[src/mbm_pkg.sv]
// ----------------------------------------------------------------------------
// mbm_pkg - shared types and constants of the Modbus RTU motor link master
// Configuration, controller/datapath command and status, result and CRC step.
// ----------------------------------------------------------------------------
`default_nettype none
package mbm_pkg;

  localparam logic [1:0] KIND_UPDATE = 2'd0;
  localparam logic [1:0] KIND_RXBYTE = 2'd1;
  localparam logic [1:0] KIND_PROBE  = 2'd2;

  localparam logic [2:0] CLS_NONE    = 3'd0;
  localparam logic [2:0] CLS_READ_OK = 3'd1;
  localparam logic [2:0] CLS_WR_ACK  = 3'd2;
  localparam logic [2:0] CLS_EXCEPT  = 3'd3;
  localparam logic [2:0] CLS_CRC_ERR = 3'd4;
  localparam logic [2:0] CLS_TIMEOUT = 3'd5;
  localparam logic [2:0] CLS_UNEXPEC = 3'd6;

  localparam logic [2:0] PH_IDLE   = 3'd0;
  localparam logic [2:0] PH_WR_RPM = 3'd1;
  localparam logic [2:0] PH_WR_CTL = 3'd2;
  localparam logic [2:0] PH_RD_SPD = 3'd3;
  localparam logic [2:0] PH_RD_STA = 3'd4;

  localparam logic [15:0] REG_CTRL  = 16'h8000;
  localparam logic [15:0] REG_RPM   = 16'h8005;
  localparam logic [15:0] REG_SPEED = 16'h8018;
  localparam logic [15:0] REG_STAT  = 16'h801B;

  localparam logic [7:0] FN_READ  = 8'h03;
  localparam logic [7:0] FN_WRITE = 8'h06;
  localparam logic [7:0] FN_EXC   = 8'h80;

  localparam logic [7:0] CTRL_FWD  = 8'h09;
  localparam logic [7:0] CTRL_REV  = 8'h0B;
  localparam logic [7:0] CTRL_STOP = 8'h0C;
  localparam logic [7:0] CTRL_NONE = 8'hFF;

  localparam logic [15:0] CRC_INIT = 16'hFFFF;
  localparam logic [15:0] CRC_POLY = 16'hA001;
  localparam logic [31:0] LINK_WINDOW_MS = 32'd1500;
  localparam logic [3:0]  LEN_READ  = 4'd7;
  localparam logic [3:0]  LEN_WRITE = 4'd8;
  localparam logic [3:0]  FRAME_LAST = 4'd7;
  localparam logic [3:0]  CAP_BYTES = 4'd8;
  localparam logic [4:0]  DIV_STEPS = 5'd21;

  localparam logic [1:0] CFG_SLAVE   = 2'd0;
  localparam logic [1:0] CFG_POLES   = 2'd1;
  localparam logic [1:0] CFG_TIMEOUT = 2'd2;
  localparam logic [1:0] CFG_GAP     = 2'd3;

  typedef struct packed {
    logic [7:0]  slave_address;
    logic [7:0]  pole_pairs;
    logic [15:0] reply_timeout_ms;
    logic [15:0] frame_gap_ms;
  } cfg_t;

  typedef struct packed {
    logic latch;
    logic rx_store;
    logic probe_set;
    logic read_init;
    logic rd_take;
    logic judge_apply;
    logic frame_sel;
    logic link_upd;
    logic emit_stat;
    logic emit_tx;
  } cmd_t;

  typedef struct packed {
    logic [1:0] kind;
    logic       awaiting;
    logic       gap_ok;
    logic       rd_more;
    logic       need_div;
    logic       div_busy;
    logic       last_byte;
  } sts_t;

  typedef struct packed {
    logic        is_tx;
    logic [7:0]  tx_byte;
    logic        last;
    logic        motor_on;
    logic [2:0]  reply_class;
    logic [20:0] measured_rpm;
    logic [7:0]  fault_code;
    logic [7:0]  exception_code;
    logic        link_up;
    logic        awaiting_reply;
  } res_t;

  // one byte of CRC-16/MODBUS, reflected, bit by bit
  function automatic logic [15:0] crc_byte(input logic [15:0] c_in, input logic [7:0] b);
    logic [15:0] c;
    c = c_in ^ {8'h00, b};
    for (int k = 0; k < 8; k++) begin
      c = c[0] ? ((c >> 1) ^ CRC_POLY) : (c >> 1);
    end
    return c;
  endfunction

endpackage
`default_nettype wire

[src/mbm_ram.sv]
// ----------------------------------------------------------------------------
// mbm_ram - generic single-port-write RAM with registered read
// One write port, one read port, read data valid the cycle after the address.
// ----------------------------------------------------------------------------
`default_nettype none
module mbm_ram #(
  parameter int WIDTH = 8,
  parameter int DEPTH = 8
) (
  input  wire logic                     clk,
  input  wire logic                     we,
  input  wire logic [$clog2(DEPTH)-1:0] waddr,
  input  wire logic [WIDTH-1:0]         wdata,
  input  wire logic [$clog2(DEPTH)-1:0] raddr,
  output logic      [WIDTH-1:0]         rdata
);

  logic [WIDTH-1:0] mem [DEPTH];

  always_ff @(posedge clk) begin
    if (we) begin
      mem[waddr] <= wdata;
    end
    rdata <= mem[raddr];
  end

endmodule
`default_nettype wire

[src/mbm_ctrl.sv]
// ----------------------------------------------------------------------------
// mbm_ctrl - sequencer of the Modbus RTU motor link master
// Walks each transaction through dispatch, byte store, probe set, reply judging, link update or frame send.
// ----------------------------------------------------------------------------
`default_nettype none
module mbm_ctrl (
  input  wire logic          clk,
  input  wire logic          rst,
  input  wire logic          in_valid,
  output logic               in_stall,
  input  wire logic          out_free,
  input  wire mbm_pkg::sts_t sts,
  output mbm_pkg::cmd_t      cmd
);

  typedef enum logic [3:0] {
    S_IDLE, S_DISPATCH, S_RD_ADDR, S_RD_DATA, S_EVAL, S_DIV, S_LINK, S_STAT, S_TX
  } state_t;

  state_t state, state_next;

  assign in_stall = (state != S_IDLE);

  always_comb begin
    cmd        = '0;
    state_next = state;
    case (state)
      S_IDLE: begin
        if (in_valid) begin
          cmd.latch  = 1'b1;
          state_next = S_DISPATCH;
        end
      end
      S_DISPATCH: begin
        if (sts.kind == mbm_pkg::KIND_RXBYTE) begin
          cmd.rx_store = 1'b1;
          state_next   = S_STAT;
        end else if (sts.kind == mbm_pkg::KIND_PROBE) begin
          cmd.probe_set = 1'b1;
          state_next    = S_STAT;
        end else if (sts.awaiting) begin
          cmd.read_init = 1'b1;
          state_next    = S_RD_ADDR;
        end else if (sts.gap_ok) begin
          cmd.frame_sel = 1'b1;
          state_next    = S_TX;
        end else begin
          state_next = S_LINK;
        end
      end
      S_RD_ADDR: begin
        state_next = sts.rd_more ? S_RD_DATA : S_EVAL;
      end
      S_RD_DATA: begin
        cmd.rd_take = 1'b1;
        state_next  = S_RD_ADDR;
      end
      S_EVAL: begin
        cmd.judge_apply = 1'b1;
        state_next      = sts.need_div ? S_DIV : S_LINK;
      end
      S_DIV: begin
        if (!sts.div_busy) begin
          state_next = S_LINK;
        end
      end
      S_LINK: begin
        cmd.link_upd = 1'b1;
        state_next   = S_STAT;
      end
      S_STAT: begin
        if (out_free) begin
          cmd.emit_stat = 1'b1;
          state_next    = S_IDLE;
        end
      end
      S_TX: begin
        if (out_free) begin
          cmd.emit_tx = 1'b1;
          if (sts.last_byte) begin
            state_next = S_IDLE;
          end
        end
      end
      default: state_next = S_IDLE;
    endcase
  end

  always_ff @(posedge clk) begin
    if (rst) begin
      state <= S_IDLE;
    end else begin
      state <= state_next;
    end
  end

endmodule
`default_nettype wire

[src/mbm_dp.sv]
// ----------------------------------------------------------------------------
// mbm_dp - datapath of the Modbus RTU motor link master
// Reply store, CRC unit, reply judging, frame builder and speed divider.
// ----------------------------------------------------------------------------
`default_nettype none
module mbm_dp #(
  parameter int REPLY_BYTES = 8
) (
  input  wire logic          clk,
  input  wire logic          rst,
  input  wire mbm_pkg::cfg_t cfg,
  input  wire logic [1:0]    kind_in,
  input  wire logic [7:0]    rx_in,
  input  wire logic [31:0]   now_in,
  input  wire logic [1:0]    dir_in,
  input  wire logic [15:0]   rpm_in,
  input  wire mbm_pkg::cmd_t cmd,
  output mbm_pkg::sts_t      sts,
  output mbm_pkg::res_t      res
);

  localparam int AW = $clog2(REPLY_BYTES);
  localparam int CW = $clog2(REPLY_BYTES + 1);

  // latched transaction
  logic [1:0]  kind_l;
  logic [7:0]  rx_l;
  logic [31:0] now_l;
  logic [1:0]  dir_l;
  logic [15:0] rpm_l;

  // link state
  logic [CW-1:0] reply_count;
  logic [3:0]    expected_count;
  logic [2:0]    phase;
  logic [31:0]   request_start_time, last_frame_time, last_valid_time;
  logic [15:0]   sent_speed;
  logic          sent_speed_valid;
  logic [7:0]    sent_control;
  logic          probe_pending, link_established, link_flag;
  logic [1:0]    poll_counter;
  logic [20:0]   speed_reading;
  logic [7:0]    fault_reading, exception_reading;
  logic [2:0]    cls_reg;

  // byte walker, CRC and captured reply bytes
  logic [3:0]  idx;
  logic [15:0] crc, crc3, crcn;
  logic [7:0]  b0, b1, b2, b3, b4, t_lo, t_hi;
  logic [7:0]  rdata;

  // frame fields
  logic [7:0]  f_fn, f_hi, f_lo;
  logic [15:0] f_reg;

  // speed divider
  logic        div_busy;
  logic [4:0]  div_cnt;
  logic [20:0] div_q;
  logic [7:0]  div_r, div_d;

  mbm_ram #(.WIDTH(8), .DEPTH(REPLY_BYTES)) u_store (
    .clk   (clk),
    .we    (cmd.rx_store && expected_count != 4'd0 && reply_count < CW'(REPLY_BYTES)),
    .waddr (reply_count[AW-1:0]),
    .wdata (rx_l),
    .raddr (AW'(idx[2:0])),
    .rdata (rdata)
  );

  logic       run;
  logic [7:0] want;
  assign run  = (rpm_l != 16'd0) && (dir_l == 2'd1 || dir_l == 2'd3);
  assign want = run ? ((dir_l == 2'd1) ? mbm_pkg::CTRL_FWD : mbm_pkg::CTRL_REV)
                    : mbm_pkg::CTRL_STOP;

  logic link_eval;
  assign link_eval = (last_valid_time != 32'd0) &&
                     ((now_l - last_valid_time) < mbm_pkg::LINK_WINDOW_MS);

  // reply judging
  logic       exc_hit, exc_ok, short_rx, tmo, len8, crc_ok, rd_ok, wr_ok;
  logic [2:0] cls_eval;
  assign exc_hit  = (reply_count >= CW'(5)) && (b0 == cfg.slave_address) && b1[7];
  assign exc_ok   = ({b4, b3} == crc3);
  assign short_rx = reply_count < CW'(expected_count);
  assign tmo      = (now_l - request_start_time) > {16'd0, cfg.reply_timeout_ms};
  assign len8     = (expected_count == mbm_pkg::LEN_WRITE);
  assign crc_ok   = ({t_hi, t_lo} == crcn);
  assign rd_ok    = crc_ok && b0 == cfg.slave_address && b1 == mbm_pkg::FN_READ &&
                    !len8 && b2 == 8'd2;
  assign wr_ok    = crc_ok && len8 && b0 == cfg.slave_address && b1 == mbm_pkg::FN_WRITE;

  always_comb begin
    if (exc_hit) begin
      cls_eval = exc_ok ? mbm_pkg::CLS_EXCEPT : mbm_pkg::CLS_CRC_ERR;
    end else if (short_rx) begin
      cls_eval = tmo ? mbm_pkg::CLS_TIMEOUT : mbm_pkg::CLS_NONE;
    end else if (rd_ok) begin
      cls_eval = mbm_pkg::CLS_READ_OK;
    end else if (wr_ok) begin
      cls_eval = mbm_pkg::CLS_WR_ACK;
    end else begin
      cls_eval = crc_ok ? mbm_pkg::CLS_UNEXPEC : mbm_pkg::CLS_CRC_ERR;
    end
  end

  logic judge_done, drop_wr, mark;
  assign judge_done = !(short_rx && !exc_hit && !tmo);
  assign drop_wr    = !exc_hit && ((short_rx && tmo) ||
                      (!short_rx && !rd_ok && !wr_ok));
  assign mark       = (exc_hit && exc_ok) || (!exc_hit && !short_rx && (rd_ok || wr_ok));

  // next frame choice
  logic [1:0] poll_next;
  assign poll_next = poll_counter + 2'd1;

  logic [7:0] frame_byte;
  always_comb begin
    case (idx[2:0])
      3'd0:    frame_byte = cfg.slave_address;
      3'd1:    frame_byte = f_fn;
      3'd2:    frame_byte = f_reg[15:8];
      3'd3:    frame_byte = f_reg[7:0];
      3'd4:    frame_byte = f_hi;
      3'd5:    frame_byte = f_lo;
      3'd6:    frame_byte = crc[7:0];
      default: frame_byte = crc[15:8];
    endcase
  end

  logic [15:0] crc_rd, crc_tx;
  assign crc_rd = mbm_pkg::crc_byte(crc, rdata);
  assign crc_tx = mbm_pkg::crc_byte(crc, frame_byte);

  logic [20:0] raw20;
  assign raw20 = ({5'd0, b3, b4} << 4) + ({5'd0, b3, b4} << 2);

  logic [8:0] div_t;
  assign div_t = {div_r, div_q[20]};

  // control and link state
  always_ff @(posedge clk) begin
    if (rst) begin
      reply_count <= '0;  expected_count <= '0;  phase <= mbm_pkg::PH_IDLE;
      request_start_time <= '0;  last_frame_time <= '0;  last_valid_time <= '0;
      sent_speed <= '0;  sent_speed_valid <= 1'b0;  sent_control <= mbm_pkg::CTRL_NONE;
      probe_pending <= 1'b0;  link_established <= 1'b0;  link_flag <= 1'b0;
      poll_counter <= '0;  speed_reading <= '0;  fault_reading <= '0;
      exception_reading <= '0;  cls_reg <= mbm_pkg::CLS_NONE;
      idx <= '0;  div_busy <= 1'b0;  div_cnt <= '0;
    end else begin
      if (cmd.latch) begin
        cls_reg <= mbm_pkg::CLS_NONE;
      end
      if (cmd.rx_store && expected_count != 4'd0 && reply_count < CW'(REPLY_BYTES)) begin
        reply_count <= reply_count + CW'(1);
      end
      if (cmd.probe_set) begin
        probe_pending <= 1'b1;
      end
      if (cmd.read_init) begin
        idx <= '0;
      end
      if (cmd.rd_take) begin
        idx <= idx + 4'd1;
      end
      if (cmd.judge_apply) begin
        cls_reg <= cls_eval;
        if (exc_hit) begin
          exception_reading <= b2;
        end else if (!short_rx) begin
          exception_reading <= 8'd0;
        end
        if (!exc_hit && !short_rx && rd_ok && phase == mbm_pkg::PH_RD_STA) begin
          fault_reading <= b3;
        end
        if (mark) begin
          link_established <= 1'b1;
          last_valid_time  <= now_l;
        end
        if (drop_wr && phase == mbm_pkg::PH_WR_RPM) begin
          sent_speed_valid <= 1'b0;
        end
        if (drop_wr && phase == mbm_pkg::PH_WR_CTL) begin
          sent_control <= mbm_pkg::CTRL_NONE;
        end
        if (judge_done) begin
          expected_count <= '0;
          phase          <= mbm_pkg::PH_IDLE;
        end
        if (sts.need_div) begin
          div_busy <= 1'b1;
          div_cnt  <= '0;
        end
      end
      if (div_busy) begin
        div_cnt <= div_cnt + 5'd1;
        if (div_cnt == mbm_pkg::DIV_STEPS - 5'd1) begin
          div_busy      <= 1'b0;
          speed_reading <= {div_q[19:0], (div_t >= {1'b0, div_d})};
        end
      end
      if (cmd.frame_sel) begin
        if (probe_pending || !link_established) begin
          probe_pending <= 1'b0;
          phase         <= mbm_pkg::PH_RD_STA;
        end else if (!sent_speed_valid || sent_speed != rpm_l) begin
          phase            <= mbm_pkg::PH_WR_RPM;
          sent_speed       <= rpm_l;
          sent_speed_valid <= 1'b1;
        end else if (sent_control != want) begin
          phase        <= mbm_pkg::PH_WR_CTL;
          sent_control <= want;
        end else begin
          poll_counter <= poll_next;
          phase <= (poll_next == 2'd0) ? mbm_pkg::PH_RD_STA : mbm_pkg::PH_RD_SPD;
        end
        reply_count <= '0;
        expected_count <= (!(probe_pending || !link_established) &&
                           (!sent_speed_valid || sent_speed != rpm_l || sent_control != want))
                          ? mbm_pkg::LEN_WRITE : mbm_pkg::LEN_READ;
        request_start_time <= now_l;
        last_frame_time    <= now_l;
        link_flag          <= link_eval;
        idx                <= '0;
      end
      if (cmd.link_upd) begin
        link_flag <= link_eval;
      end
      if (cmd.emit_tx) begin
        idx <= idx + 4'd1;
      end
    end
  end

  // payload: latched inputs, captures, CRC, frame fields, divider data
  always_ff @(posedge clk) begin
    if (cmd.latch) begin
      kind_l <= kind_in;  rx_l <= rx_in;  now_l <= now_in;
      dir_l  <= dir_in;   rpm_l <= rpm_in;
    end
    if (cmd.read_init) begin
      crc <= mbm_pkg::CRC_INIT;
    end
    if (cmd.rd_take) begin
      crc <= crc_rd;
      if (idx == 4'd2) crc3 <= crc_rd;
      if (idx == expected_count - 4'd3) crcn <= crc_rd;
      if (idx == 4'd0) b0 <= rdata;
      if (idx == 4'd1) b1 <= rdata;
      if (idx == 4'd2) b2 <= rdata;
      if (idx == 4'd3) b3 <= rdata;
      if (idx == 4'd4) b4 <= rdata;
      if (idx == expected_count - 4'd2) t_lo <= rdata;
      if (idx == expected_count - 4'd1) t_hi <= rdata;
    end
    if (cmd.judge_apply && sts.need_div) begin
      div_q <= raw20;
      div_r <= 8'd0;
      div_d <= (cfg.pole_pairs == 8'd0) ? 8'd1 : cfg.pole_pairs;
    end else if (div_busy) begin
      div_q <= {div_q[19:0], (div_t >= {1'b0, div_d})};
      div_r <= (div_t >= {1'b0, div_d}) ? 8'(div_t - {1'b0, div_d}) : div_t[7:0];
    end
    if (cmd.frame_sel) begin
      crc <= mbm_pkg::CRC_INIT;
      if (probe_pending || !link_established) begin
        f_fn <= mbm_pkg::FN_READ;  f_reg <= mbm_pkg::REG_STAT;
        f_hi <= 8'd0;  f_lo <= 8'd1;
      end else if (!sent_speed_valid || sent_speed != rpm_l) begin
        f_fn <= mbm_pkg::FN_WRITE;  f_reg <= mbm_pkg::REG_RPM;
        f_hi <= rpm_l[7:0];  f_lo <= rpm_l[15:8];
      end else if (sent_control != want) begin
        f_fn <= mbm_pkg::FN_WRITE;  f_reg <= mbm_pkg::REG_CTRL;
        f_hi <= want;  f_lo <= cfg.pole_pairs;
      end else begin
        f_fn  <= mbm_pkg::FN_READ;
        f_reg <= (poll_next == 2'd0) ? mbm_pkg::REG_STAT : mbm_pkg::REG_SPEED;
        f_hi  <= 8'd0;  f_lo <= 8'd1;
      end
    end
    if (cmd.emit_tx && idx < 4'd6) begin
      crc <= crc_tx;
    end
  end

  always_comb begin
    sts.kind      = kind_l;
    sts.awaiting  = (expected_count != 4'd0);
    sts.gap_ok    = (now_l - last_frame_time) >= {16'd0, cfg.frame_gap_ms};
    sts.rd_more   = (idx < mbm_pkg::CAP_BYTES) && (CW'(idx) < reply_count);
    sts.need_div  = exc_hit ? 1'b0 : (!short_rx && rd_ok && phase == mbm_pkg::PH_RD_SPD);
    sts.div_busy  = div_busy;
    sts.last_byte = (idx == mbm_pkg::FRAME_LAST);
  end

  always_comb begin
    res.is_tx          = cmd.emit_tx;
    res.tx_byte        = cmd.emit_tx ? frame_byte : 8'd0;
    res.last           = cmd.emit_tx ? (idx == mbm_pkg::FRAME_LAST) : 1'b1;
    res.motor_on       = run;
    res.reply_class    = cmd.emit_tx ? mbm_pkg::CLS_NONE : cls_reg;
    res.measured_rpm   = speed_reading;
    res.fault_code     = fault_reading;
    res.exception_code = exception_reading;
    res.link_up        = link_flag;
    res.awaiting_reply = (expected_count != 4'd0);
  end

  a_len_legal: assert property (@(posedge clk) disable iff (rst)
    expected_count == 4'd0 || expected_count == mbm_pkg::LEN_READ ||
    expected_count == mbm_pkg::LEN_WRITE)
    else $error("expected reply length out of range");

  a_phase_tracks_wait: assert property (@(posedge clk) disable iff (rst)
    (phase != mbm_pkg::PH_IDLE) == (expected_count != 4'd0))
    else $error("transaction phase and awaited reply disagree");

  a_store_bound: assert property (@(posedge clk) disable iff (rst)
    cmd.rx_store && reply_count == CW'(REPLY_BYTES) |=> reply_count == CW'(REPLY_BYTES))
    else $error("reply store overfilled");

endmodule
`default_nettype wire

[src/modbus_rtu_motor_link_master.sv]
// ----------------------------------------------------------------------------
// modbus_rtu_motor_link_master - Modbus RTU master for one motor controller
// Buffers reply bytes, judges replies and sends CRC-16 request frames.
// ----------------------------------------------------------------------------
// Input channel (in_valid/in_stall) takes one transaction a time: an update
// pass, a received bus byte or a probe request. The output channel
// (out_valid/out_stall) returns one status result, or eight frame bytes when
// an update sends a request; last marks the final result of a transaction.
// An update that judges a reply reads the reply store a byte at a time (up to
// eight bytes), then evaluates the reply and, for a speed read, waits for the
// bit-serial divider. The next transaction is accepted while the final result
// still sits in the output register. A stalled receiver holds the output
// register and the sequencer waits before each further result. Reset clears
// all link state and restores the configuration defaults; the reply store
// needs no clearing. Configuration is written over the APB port at byte
// addresses 0, 4, 8, 12.
// ----------------------------------------------------------------------------
`default_nettype none
module modbus_rtu_motor_link_master #(
  parameter int REPLY_BYTES = 8
) (
  input  wire logic        clk,
  input  wire logic        rst,
  input  wire logic        psel,
  input  wire logic        penable,
  input  wire logic        pwrite,
  input  wire logic [3:0]  paddr,
  input  wire logic [31:0] pwdata,
  output logic      [31:0] prdata,
  output logic             pready,
  input  wire logic        in_valid,
  output logic             in_stall,
  input  wire logic [1:0]  kind,
  input  wire logic [7:0]  rx_byte,
  input  wire logic [31:0] now_ms,
  input  wire logic [1:0]  motor_dir,
  input  wire logic [15:0] rpm_setpoint,
  output logic             out_valid,
  input  wire logic        out_stall,
  output logic             is_tx,
  output logic [7:0]       tx_byte,
  output logic             last,
  output logic             motor_on,
  output logic [2:0]       reply_class,
  output logic [20:0]      measured_rpm,
  output logic [7:0]       fault_code,
  output logic [7:0]       exception_code,
  output logic             link_up,
  output logic             awaiting_reply
);

  mbm_pkg::cfg_t cfg;
  mbm_pkg::cmd_t cmd;
  mbm_pkg::sts_t sts;
  mbm_pkg::res_t res;
  logic          out_free;

  assign pready = 1'b1;

  always_ff @(posedge clk) begin
    if (rst) begin
      cfg.slave_address    <= 8'd1;
      cfg.pole_pairs       <= 8'd2;
      cfg.reply_timeout_ms <= 16'd200;
      cfg.frame_gap_ms     <= 16'd250;
    end else if (psel && penable && pwrite) begin
      case (paddr[3:2])
        mbm_pkg::CFG_SLAVE:   cfg.slave_address    <= pwdata[7:0];
        mbm_pkg::CFG_POLES:   cfg.pole_pairs       <= pwdata[7:0];
        mbm_pkg::CFG_TIMEOUT: cfg.reply_timeout_ms <= pwdata[15:0];
        mbm_pkg::CFG_GAP:     cfg.frame_gap_ms     <= pwdata[15:0];
        default: ;
      endcase
    end
  end

  always_comb begin
    case (paddr[3:2])
      mbm_pkg::CFG_SLAVE:   prdata = {24'd0, cfg.slave_address};
      mbm_pkg::CFG_POLES:   prdata = {24'd0, cfg.pole_pairs};
      mbm_pkg::CFG_TIMEOUT: prdata = {16'd0, cfg.reply_timeout_ms};
      mbm_pkg::CFG_GAP:     prdata = {16'd0, cfg.frame_gap_ms};
      default:              prdata = 32'd0;
    endcase
  end

  mbm_ctrl u_ctrl (
    .clk      (clk),
    .rst      (rst),
    .in_valid (in_valid),
    .in_stall (in_stall),
    .out_free (out_free),
    .sts      (sts),
    .cmd      (cmd)
  );

  mbm_dp #(.REPLY_BYTES(REPLY_BYTES)) u_dp (
    .clk     (clk),
    .rst     (rst),
    .cfg     (cfg),
    .kind_in (kind),
    .rx_in   (rx_byte),
    .now_in  (now_ms),
    .dir_in  (motor_dir),
    .rpm_in  (rpm_setpoint),
    .cmd     (cmd),
    .sts     (sts),
    .res     (res)
  );

  assign out_free = !out_valid || !out_stall;

  // output register: load on emit, drop once taken
  always_ff @(posedge clk) begin
    if (rst) begin
      out_valid <= 1'b0;
    end else if (cmd.emit_stat || cmd.emit_tx) begin
      out_valid <= 1'b1;
    end else if (!out_stall) begin
      out_valid <= 1'b0;
    end
  end

  always_ff @(posedge clk) begin
    if (cmd.emit_stat || cmd.emit_tx) begin
      is_tx          <= res.is_tx;
      tx_byte        <= res.tx_byte;
      last           <= res.last;
      motor_on       <= res.motor_on;
      reply_class    <= res.reply_class;
      measured_rpm   <= res.measured_rpm;
      fault_code     <= res.fault_code;
      exception_code <= res.exception_code;
      link_up        <= res.link_up;
      awaiting_reply <= res.awaiting_reply;
    end
  end

endmodule
`default_nettype wire
[config.mk]
export PLATFORM = sky130hd
export DESIGN_NAME = modbus_rtu_motor_link_master
export DESIGN_NICKNAME = d
export VERILOG_FILES = /design/src/mbm_pkg.sv /design/src/mbm_ram.sv /design/src/mbm_ctrl.sv /design/src/mbm_dp.sv /design/src/modbus_rtu_motor_link_master.sv
export SDC_FILE = /design/constraint.sdc
export NUM_CORES = 1
export LEC_CHECK = 0
export ABC_CLOCK_PERIOD_IN_PS = 10100
export BUFFER_PORTS_ARGS = -buffer_cell sky130_fd_sc_hd__buf_4
export CAP_MARGIN = 10
export CORE_ASPECT_RATIO = 0.9
export CORE_MARGIN = 5
export CORE_UTILIZATION = 45
export CTS_BUF_LIST = sky130_fd_sc_hd__clkbuf_8
export CTS_CLUSTER_SIZE = 10
export DETAILED_ROUTE_END_ITERATION = 12
export SLEW_MARGIN = 20
export SYNTH_ARGS = -nofsm -noshare
export SYNTH_HDL_FRONTEND = slang
export SYNTH_SLANG_ARGS = --single-unit
[constraint.sdc]
create_clock -name clk -period 10.1 [get_ports clk]
set_input_delay 2.02 -clock clk [delete_from_list [all_inputs] [get_ports clk]]
set_output_delay 2.02 -clock clk [all_outputs]
set_load 0.1 [all_outputs]
==> results.sh, run 1 <==
export IMPL_status="finished clean"
export IMPL_ant_nets=0
export IMPL_initial_core_util=0.455
export IMPL_h_tree_depth=3
export IMPL_final_setup_tns_ps=0
export IMPL_routed_wl_mm=69.9
export IMPL_layout_cells_most_common="edfxtp_1"
export IMPL_clk_latency_ps=690
export IMPL_whs_endpoint="measured_rpm[8]$_DFFE_PP_"
export IMPL_multi_input_comb_area_mm2=0.0118
export IMPL_period_share=0.583
export IMPL_gp_congestion=0.886
export IMPL_cts_resized=0
export IMPL_regArea_mm2=0.0144
export IMPL_hold_start="u_dp.speed_reading[8]$_SDFFE_PP0P_"
export IMPL_async_reset_ff_frac=0
export IMPL_yosysWarnings=0
export IMPL_syn_area_per_cell_um2=10.5
export IMPL_num_nets_final=3008
export IMPL_die_y_um=244
export IMPL_ys_top_cells_by_area="edfxtp_1 (36%), dfxtp_1 (16%), ha_1 (6.3%)"
export IMPL_worst_path_max_fanout=16
export IMPL_setup_slack_ps=4210
export IMPL_fin_worst_skew_ps=37.2
export IMPL_layout_cells_non_filler=3627
export IMPL_first_iter_violations=1800
export IMPL_reg2reg_depth=19
export IMPL_route_detailed_drc=0
export IMPL_period_needed_ps=5890
export IMPL_hold_depth=0
export IMPL_finalHoldViolCount=0
export IMPL_avgRoutedWirePerCell_um=19.3
export IMPL_grt_antenna_before_repair=1
export IMPL_drv_cap=0
export IMPL_via_per_inst=5.50
export IMPL_required_ps=10330
export IMPL_reg_top3="u_dp.u_store.mem x64, cfg x48"
export IMPL_tightest_slew_ps=1130
export IMPL_grt_pass1_wl_mm=108
export IMPL_post_cts_buffers=0
export IMPL_ys_seq_area_frac=0.527
export IMPL_regMostFlops="u_dp.u_store.mem"
export IMPL_overflow=0
export IMPL_synth_cells=2609
export IMPL_slew_headroom=0.243
export IMPL_syn2layout_area_growth_pct=13.4
export IMPL_synthFlopType="edfxtp_1"
export IMPL_p_leak_nw=11.5
export IMPL_finalSetupViolCount=0
export IMPL_pre_cts_ws_ps=4300
export IMPL_r2r_setup_slack_ps=4210
export IMPL_critPathKind="reg2reg"
export IMPL_r2r_end="u_dp.crc[6]$_DFFE_PP_"
export IMPL_layout_common_cells="edfxtp_1 (331), nand2_1 (321), dfxtp_1 (221)"
export IMPL_ctsHoldBuffers=0
export IMPL_cts_tree="done"
export IMPL_core_mm2=0.0600
export IMPL_grt_start_max_net_pins=82
export IMPL_max_freq_mhz=170
export IMPL_ys_seq_elements=553
export IMPL_drive_gt1_frac=0.128
export IMPL_dp_cells=3455
export IMPL_drtPass1Iterations=6
export IMPL_synth_edff_count=331
export IMPL_slew_viol_final=0
export IMPL_r2r_start="u_dp.now_l[0]$_DFFE_PP_"
export IMPL_boundaryPins=191
export IMPL_cts_sinks=553
export IMPL_die_w_um=270
export IMPL_synth_area_mm2=0.0273
export IMPL_cp_start_kind="flop"
export IMPL_largest_reg_flops=64
export IMPL_cts_buffer_depth=3
export IMPL_root_buffer="clkbuf_8"
export IMPL_rows=85
export IMPL_n_fill_cell=5478
export IMPL_rsz0062_at_grt="false"
export IMPL_ys_types=83
export IMPL_vias=20000
export IMPL_yosys_area_top_type_share=0.364
export IMPL_ir_drop_uv=117
export IMPL_dieArea_mm2=0.0657
export IMPL_clkSlewWorstSetupHoldPaths_ps=60
export IMPL_hp_class="reg2reg"
export IMPL_synth_top_cell_by_area="edfxtp_1"
export IMPL_cts_buffers=91
export IMPL_endpoint_kind="flop"
export IMPL_cp_arrival_ps=6130
export IMPL_track_usage=0.206
export IMPL_grt_pass1_vias=18800
export IMPL_dp_final_hpwl_mm=51.6
export IMPL_portBuffers=155
export IMPL_power_density_mw_per_mm2=237
## layout make-up
class                           count  share of cell area
Antenna cell                        2            0.000162
Clock buffer                      100              0.0444
Clock inverter                     70              0.0143
Inverter                          170              0.0206
Multi-Input combinational cell   1776               0.382
Sequential cell                   553               0.464
Tap cell                          783              0.0316
Timing Repair Buffer              173              0.0421
## how the worst max path moves through the flow
| stage | cells after the start | end | startpoint |
|---|---|---|---|
| finish | 19 | u_dp.crc[6]$_DFFE_PP_ | u_dp.now_l[0]$_DFFE_PP_ |
| global route | 19 | u_dp.crc[6]$_DFFE_PP_ | u_dp.now_l[0]$_DFFE_PP_ |
| CTS | 19 | u_dp.crc[6]$_DFFE_PP_ | u_dp.now_l[0]$_DFFE_PP_ |
| detailed placement | 19 | u_dp.crc[12]$_DFFE_PP_ | u_dp.now_l[0]$_DFFE_PP_ |
| global placement | 19 | u_dp.crc[12]$_DFFE_PP_ | u_dp.now_l[0]$_DFFE_PP_ |
| floorplan | 4 | prdata[10] | paddr[2] |
## per-layer routing
metal  global-route usage  vias up  routed length, um
met3               0.0493       75               5210
li1                     -     9667                  -
met4               0.0472        0               1080
met1                0.321     9570              35200
met2                0.290      645              28400
met5                    0        -                  0
## power by group
part | switching (mW) | internal (mW) | total, mW
Combinational | 1.65 | 0.854 | 2.50
Clock | 0.918 | 1.03 | 1.94
Sequential | 0.229 | 2.68 | 2.91
Total | 2.79 | 4.56 | 7.35
## synthesized netlist by cell type, types with 24 or more instances
library cell	instances
nand4_1	38
nor2b_1	26
dfxtp_1	222
a21oi_1	207
clkbuf_1	91
xnor2_1	107
and2_1	26
nor4_1	35
mux4_2	24
nand3_1	64
nor3_1	41
edfxtp_1	331
o21ai_0	77
a21o_1	26
nand2b_1	36
xor2_1	47
mux2i_1	73
ha_1	137
inv_1	169
nand2_1	321
nor2_1	182
## stage by stage
step,instance area (um2),hold WS [ps],utilization,total power [mW]
floorplan,27400,408,-,4.71
global placement,29100,415,0.486,5.38
detailed placement,29100,416,0.486,5.41
CTS,31000,427,0.516,7.39
global route,31000,441,0.516,7.77
finish,31000,425,0.516,7.35
## logic make-up (layout without fill, tap and decap cells)
| logic type | count (synthesis) | in the layout | share of synthesized area |
|---|---|---|---|
| AOI/OAI and AO/OA | 523 | 523 | 0.123 |
| xor gates and xnor gates | 154 | 154 | 0.0494 |
| DFF | 553 | 553 | 0.527 |
| adders and majority gates | 140 | 140 | 0.0650 |
| and+or+nand+nor | 840 | 840 | 0.144 |
| other | 2 | 19 | 0.000275 |
| buffers and inverters | 295 | 513 | 0.0433 |
| muxes | 102 | 102 | 0.0486 |
## worst max-delay path, stage by stage, from the launching register on
cell and delay [ps]:
edfxtp_1 430, inv_1 90, ha_1 210, fa_1 420, nand2b_1 190, a21oi_1 270, o211a_4 290, o21a_1 130
nor2_1 50, xnor2_1 460, ha_1 350, a21oi_1 140, nor2b_1 50, o21ai_0 150, a21oi_1 90, nor2_1 90
o31ai_1 240, nand4b_1 620, o211ai_1 600, nand2_1 560
No activity file was read; power rests on OpenSTA's default activity.
==> run 2, diff against run 1 <==
Settings changed: ABC_CLOCK_PERIOD_IN_PS 10100 to 5300.
Clock period 10.1 ns to 5.3 ns, I/O delays scaled along.
==> run 2 against run 1 <==
Against the previous run: largest power group unchanged; routed wire length is 2.5% higher; fmax grew 23%; clock skew grew 5.9 ps; setup slack got worse by 3700 ps; sequential share of layout area down 0.21 points; via count increased by 0.78%; largest cell class unchanged; count of clock-buffer cells in the layout is 7 higher.
==> results.sh, run 2 (synthesized netlist as in run 1, its figures left out) <==
export IMPL_portBuffers=155
export IMPL_max_freq_mhz=209
export IMPL_core_mm2=0.0600
export IMPL_rows=85
export IMPL_root_buffer="clkbuf_8"
export IMPL_final_setup_tns_ps=0
export IMPL_drv_cap=0
export IMPL_final_util=0.519
export IMPL_routed_wl_mm=71.7
export IMPL_cts_buffer_depth=3
export IMPL_period_share=0.903
export IMPL_ctsHoldBuffers=0
export IMPL_worst_path_max_fanout=10
export IMPL_slew_headroom=0.295
export IMPL_cp_arrival_ps=5350
export IMPL_largest_reg_flops=64
export IMPL_cp_slowest_stage_delay_ps=420
export IMPL_boundaryPins=191
export IMPL_cts_resized=0
export IMPL_finalSetupViolCount=0
export IMPL_via_per_inst=5.53
export IMPL_die_w_um=270
export IMPL_path_delay_family="compound AO/OA/AOI/OAI gates"
export IMPL_grt_antenna_before_repair=1
export IMPL_critical_path_cell_chain="inv_1, ha_1, fa_1, nand2b_1, a21oi_1, o211a_4, a21oi_1, xnor2_1, ha_1, o21a_1, o21ai_0, a21oi_1, nor2_1, o31ai_1, buf_4, nand4b_1, buf_4, and4_1, or3_1, a21o_1"
export IMPL_status="finished clean"
export IMPL_crit_slowest_cell="fa_1"
export IMPL_rsz0062_at_grt="false"
export IMPL_cts_tree="done"
export IMPL_initial_core_util=0.455
export IMPL_endpoint_kind="flop"
export IMPL_grt_pass1_vias=19100
export IMPL_num_nets_final=3022
export IMPL_cp_start_kind="flop"
export IMPL_cts_buffers=91
export IMPL_drtPass1Iterations=9
export IMPL_n_fill_cell=5414
export IMPL_cts_sinks=553
export IMPL_crit_buf_inv=3
export IMPL_track_usage=0.211
export IMPL_reg_top3="u_dp.u_store.mem x64, cfg x48"
export IMPL_required_ps=5870
export IMPL_dieArea_mm2=0.0657
export IMPL_clk_latency_ps=700
export IMPL_vias=20100
export IMPL_post_cts_buffers=0
export IMPL_finalHoldViolCount=0
export IMPL_tightest_slew_ps=1050
export IMPL_route_detailed_drc=0
export IMPL_drive_gt1_frac=0.129
export IMPL_critPathKind="reg2reg"
export IMPL_grt_start_max_net_pins=114
export IMPL_syn2layout_area_growth_pct=13.9
export IMPL_layout_cells_most_common="edfxtp_1"
export IMPL_clkSlewWorstSetupHoldPaths_ps=60
export IMPL_first_iter_violations=1753
export IMPL_ant_nets=0
export IMPL_gp_congestion=0.877
export IMPL_overflow=0
export IMPL_grt_pass1_wl_mm=110
export IMPL_period_needed_ps=4780
export IMPL_layout_common_cells="edfxtp_1 (331), nand2_1 (321), dfxtp_1 (222)"
export IMPL_p_leak_nw=11.6
export IMPL_regMostFlops="u_dp.u_store.mem"
export IMPL_fin_worst_skew_ps=43.1
export IMPL_dp_final_hpwl_mm=52.7
export IMPL_die_y_um=244
export IMPL_ir_drop_uv=216
export IMPL_avgRoutedWirePerCell_um=19.7
export IMPL_hp_class="reg2reg"
export IMPL_slew_viol_final=0
export IMPL_power_density_mw_per_mm2=454
export IMPL_h_tree_depth=3
export IMPL_cpMostUsedCell="a21oi_1"
-- run 2: cell count changes in the layout (fill, tap and decap cells not counted), sizes merged --
cell / before / now
diode: 2 / 1
buf: 173 / 187
inv: 200 / 207
bufinv: 4 / 3
clkbuf: 100 / 107
clkinvlp: 2 / 0
clkinv: 34 / 22
-- run 2: final cells by class --
cell class                 instances  area [um2]  area share
timing repair buffer             187        1420      0.0456
inverter                         170         638      0.0205
clock inverter                    62         364      0.0117
multi-input combinational       1776       11900       0.381
clock buffer                     107        1470      0.0473
sequential                       553       14400       0.462
tap                              783         980      0.0315
antenna                            1        2.50   0.0000804
-- run 2: report_power, final --
part / internal, mW / switching (mW) / total, mW
Clock: 1.99 / 1.75 / 3.75
Sequential: 5.10 / 0.431 / 5.53
Combinational: 1.69 / 3.16 / 4.84
Total: 8.78 / 5.34 / 14.1
-- run 2: through the flow --
step	cells	hold slack, ps	setup WS [ps]	instance area [um2]	power (mW)
floorplan	2624	408	1120	27400	8.98
global placement	3469	415	611	29300	10.3
detailed placement	3469	415	532	29300	10.4
CTS	3638	426	477	31100	14.2
global route	3639	432	117	31100	14.9
finish	3639	427	515	31100	14.1
-- run 2: final timing paths --
kind                            depth (start not counted)                               to                          startpoint  slack [ps]
worst min register to register                          0          fault_code[0]$_DFFE_PP_  u_dp.fault_reading[0]$_SDFFE_PP0P_         430
worst min-delay path                                    0          fault_code[0]$_DFFE_PP_  u_dp.fault_reading[0]$_SDFFE_PP0P_         430
worst max-delay path                                   20  u_dp.sent_control[1]$_SDFF_PP1_             u_dp.now_l[0]$_DFFE_PP_         520
worst max register to register                         20  u_dp.sent_control[1]$_SDFF_PP1_             u_dp.now_l[0]$_DFFE_PP_         520
-- run 2: routing by layer --
metal  part of all wire  GRT usage  vias up  wire (um)
met2               0.40      0.290      647      29000
met5                  0          0        -          0
li1                   -          -     9690          -
met4              0.023     0.0583        0       1640
met3              0.070     0.0483      104       5050
met1               0.50      0.331     9672      36000
==> run 3, diff against run 2 <==
Settings changed: ABC_CLOCK_PERIOD_IN_PS 5300 to 4000.
Clock period 5.3 ns to 4 ns, I/O delays scaled along.
==> run 3 against run 2 <==
Against the previous run: the run now ends with negative setup slack left; sequential power increased by 32%; largest cell class unchanged; power rose by 47%; design area increased by 7.9%; fmax rose by 16%; clock power rose by 33%; count of clock-buffer cells in the layout fell by 1; setup slack lost 650 ps; final cell count increased by 5.0%; sequential cell count stayed put; critical path type unchanged; die area did not move; sequential share of layout area shrank 3.4 points; critical path depth is the same.
==> results.sh, run 3 (synthesized netlist as in run 1, its figures left out) <==
export IMPL_status="finished with violations"
export IMPL_violations="negative setup slack"
export IMPL_slew_viol_final=0
export IMPL_syn2layout_area_growth_pct=23.0
export IMPL_power_density_mw_per_mm2=617
export IMPL_route_detailed_drc=0
export IMPL_drtPass1Iterations=7
export IMPL_regMostFlops="u_dp.u_store.mem"
export IMPL_grt_pass1_vias=19900
export IMPL_slew_headroom=0.175
export IMPL_cts_buffers=90
export IMPL_endpoint="u_dp.crc[13]$_DFFE_PP_"
export IMPL_grt_pass1_wl_mm=113
export IMPL_max_freq_mhz=242
export IMPL_p_leak_nw=12.8
export IMPL_cts_sinks=553
export IMPL_reg_top3="u_dp.u_store.mem x64, cfg x48"
export IMPL_cts_tree="done"
export IMPL_vias=21000
export IMPL_reg2reg_depth=20
export IMPL_via_per_inst=5.48
export IMPL_r2r_setup_slack_ps=-140
export IMPL_h_tree_depth=3
export IMPL_p_total_mw=20.7
export IMPL_track_usage=0.216
export IMPL_critPathKind="reg2reg"
export IMPL_grt_antenna_before_repair=4
export IMPL_layout_cells_most_common="buf_4"
export IMPL_period_share=1.03
export IMPL_root_buffer="clkbuf_8"
export IMPL_final_util=0.560
export IMPL_clkSlewWorstSetupHoldPaths_ps=60
export IMPL_portBuffers=155
export IMPL_largest_reg_flops=64
export IMPL_rsz0062_at_grt="true"
export IMPL_timing_hold_ws_ps=284
export IMPL_gp_congestion=0.892
export IMPL_core_mm2=0.0600
export IMPL_avgRoutedWirePerCell_um=19.5
export IMPL_initial_core_util=0.455
export IMPL_finalHoldViolCount=0
export IMPL_setup_worst_path_start="u_dp.now_l[4]$_DFFE_PP_"
export IMPL_ant_nets=0
export IMPL_period_needed_ps=4140
export IMPL_grt_start_max_net_pins=201
export IMPL_die_w_um=270
export IMPL_r2r_start="u_dp.now_l[4]$_DFFE_PP_"
export IMPL_diodes=0
export IMPL_setup_slack_ps=-138
export IMPL_cp_arrival_ps=4580
export IMPL_overflow=0
export IMPL_layout_common_cells="buf_4 (347), edfxtp_1 (331), nand2_1 (271)"
export IMPL_routed_wl_mm=74.7
export IMPL_endpoint_kind="flop"
export IMPL_drv_cap=0
export IMPL_cp_start_kind="flop"
export IMPL_drive_gt1_frac=0.233
export IMPL_hp_class="in2reg"
export IMPL_n_fill_cell=5201
export IMPL_dieArea_mm2=0.0657
export IMPL_die_y_um=244
export IMPL_finalSetupViolCount=49
export IMPL_required_ps=4440
export IMPL_worst_path_max_fanout=8
export IMPL_boundaryPins=191
export IMPL_r2r_end="u_dp.crc[13]$_DFFE_PP_"
export IMPL_ir_drop_uv=288
export IMPL_num_nets_final=3207
export IMPL_tightest_slew_ps=1240
export IMPL_first_iter_violations=1718
export IMPL_clk_latency_ps=690
export IMPL_cts_buffer_depth=3
export IMPL_dp_final_hpwl_mm=53.9
export IMPL_fin_worst_skew_ps=30.6
export IMPL_rows=85
-- run 3: final cells by class --
class | instances | area (um2) | share of cell area
sequential | 553 | 14400 | 0.428
multi-input combinational | 1776 | 12600 | 0.376
timing repair buffer | 373 | 3090 | 0.0919
clock buffer | 106 | 1460 | 0.0434
tap | 783 | 980 | 0.0292
inverter | 170 | 638 | 0.0190
clock inverter | 61 | 405 | 0.0121
-- run 3: worst min path at each step --
stage                     cells after the start                    endpoint                           startpoint
final                                         1      u_dp.rx_l[4]$_DFFE_PP_                           rx_byte[4]
after global routing                          1      u_dp.rx_l[2]$_DFFE_PP_                           rx_byte[2]
after CTS                                     1      u_dp.rx_l[6]$_DFFE_PP_                           rx_byte[6]
after detailed placement                      0  measured_rpm[18]$_DFFE_PP_  u_dp.speed_reading[18]$_SDFFE_PP0P_
after global placement                        0   measured_rpm[3]$_DFFE_PP_   u_dp.speed_reading[3]$_SDFFE_PP0P_
after floorplan                               0     fault_code[0]$_DFFE_PP_   u_dp.fault_reading[0]$_SDFFE_PP0P_
-- run 3: critical path: stages, from the launching register on --
cell,delay (ps)
edfxtp_1,440
ha_4,240
a21o_1,190
or3_4,340
o21a_1,190
nand2_1,80
nand2_2,90
a21oi_2,190
xnor2_2,170
ha_1,270
o21a_1,180
o21ai_2,160
a21oi_1,60
nor2_1,110
o31ai_2,90
nand4b_1,270
buf_6,220
o211ai_1,170
buf_4,160
nand2_4,90
buf_12,190
-- run 3: repair_timing --
| action | CTS | global route |
|---|---|---|
| cloned | 2 | 6 |
| setup endpoints to repair | 92 | 93 |
| setup buffers | 6 | 12 |
| hold buffers | 0 | 0 |
| gates resized for setup | 43 | 166 |
| pin swaps | 26 | 84 |
-- run 3: report_power, final --
group	internal [mW]	switching, mW
Sequential	6.75	0.536
Clock	2.65	2.35
Combinational	3.53	4.90
Total	12.9	7.79
-- run 3: per-stage QoR --
step | setup WS (ps) | std cells | area [um2] | TNS, ps
finish | -138 | 3822 | 33600 | -3270
global route | -353 | 3822 | 33600 | -21280
CTS | -132 | 3804 | 32700 | -4240
detailed placement | -284 | 3629 | 30500 | -16060
floorplan | 11.1 | 2624 | 27400 | 0
global placement | -281 | 3629 | 30500 | -15320
-- run 3: layer usage --
metal / vias to the layer above / GRT usage / wire [um]
met5: - / 0 / 7
met4: 2 / 0.0577 / 1540
met3: 109 / 0.0512 / 6080
met2: 745 / 0.297 / 30400
met1: 10000 / 0.338 / 36600
li1: 10100 / - / -
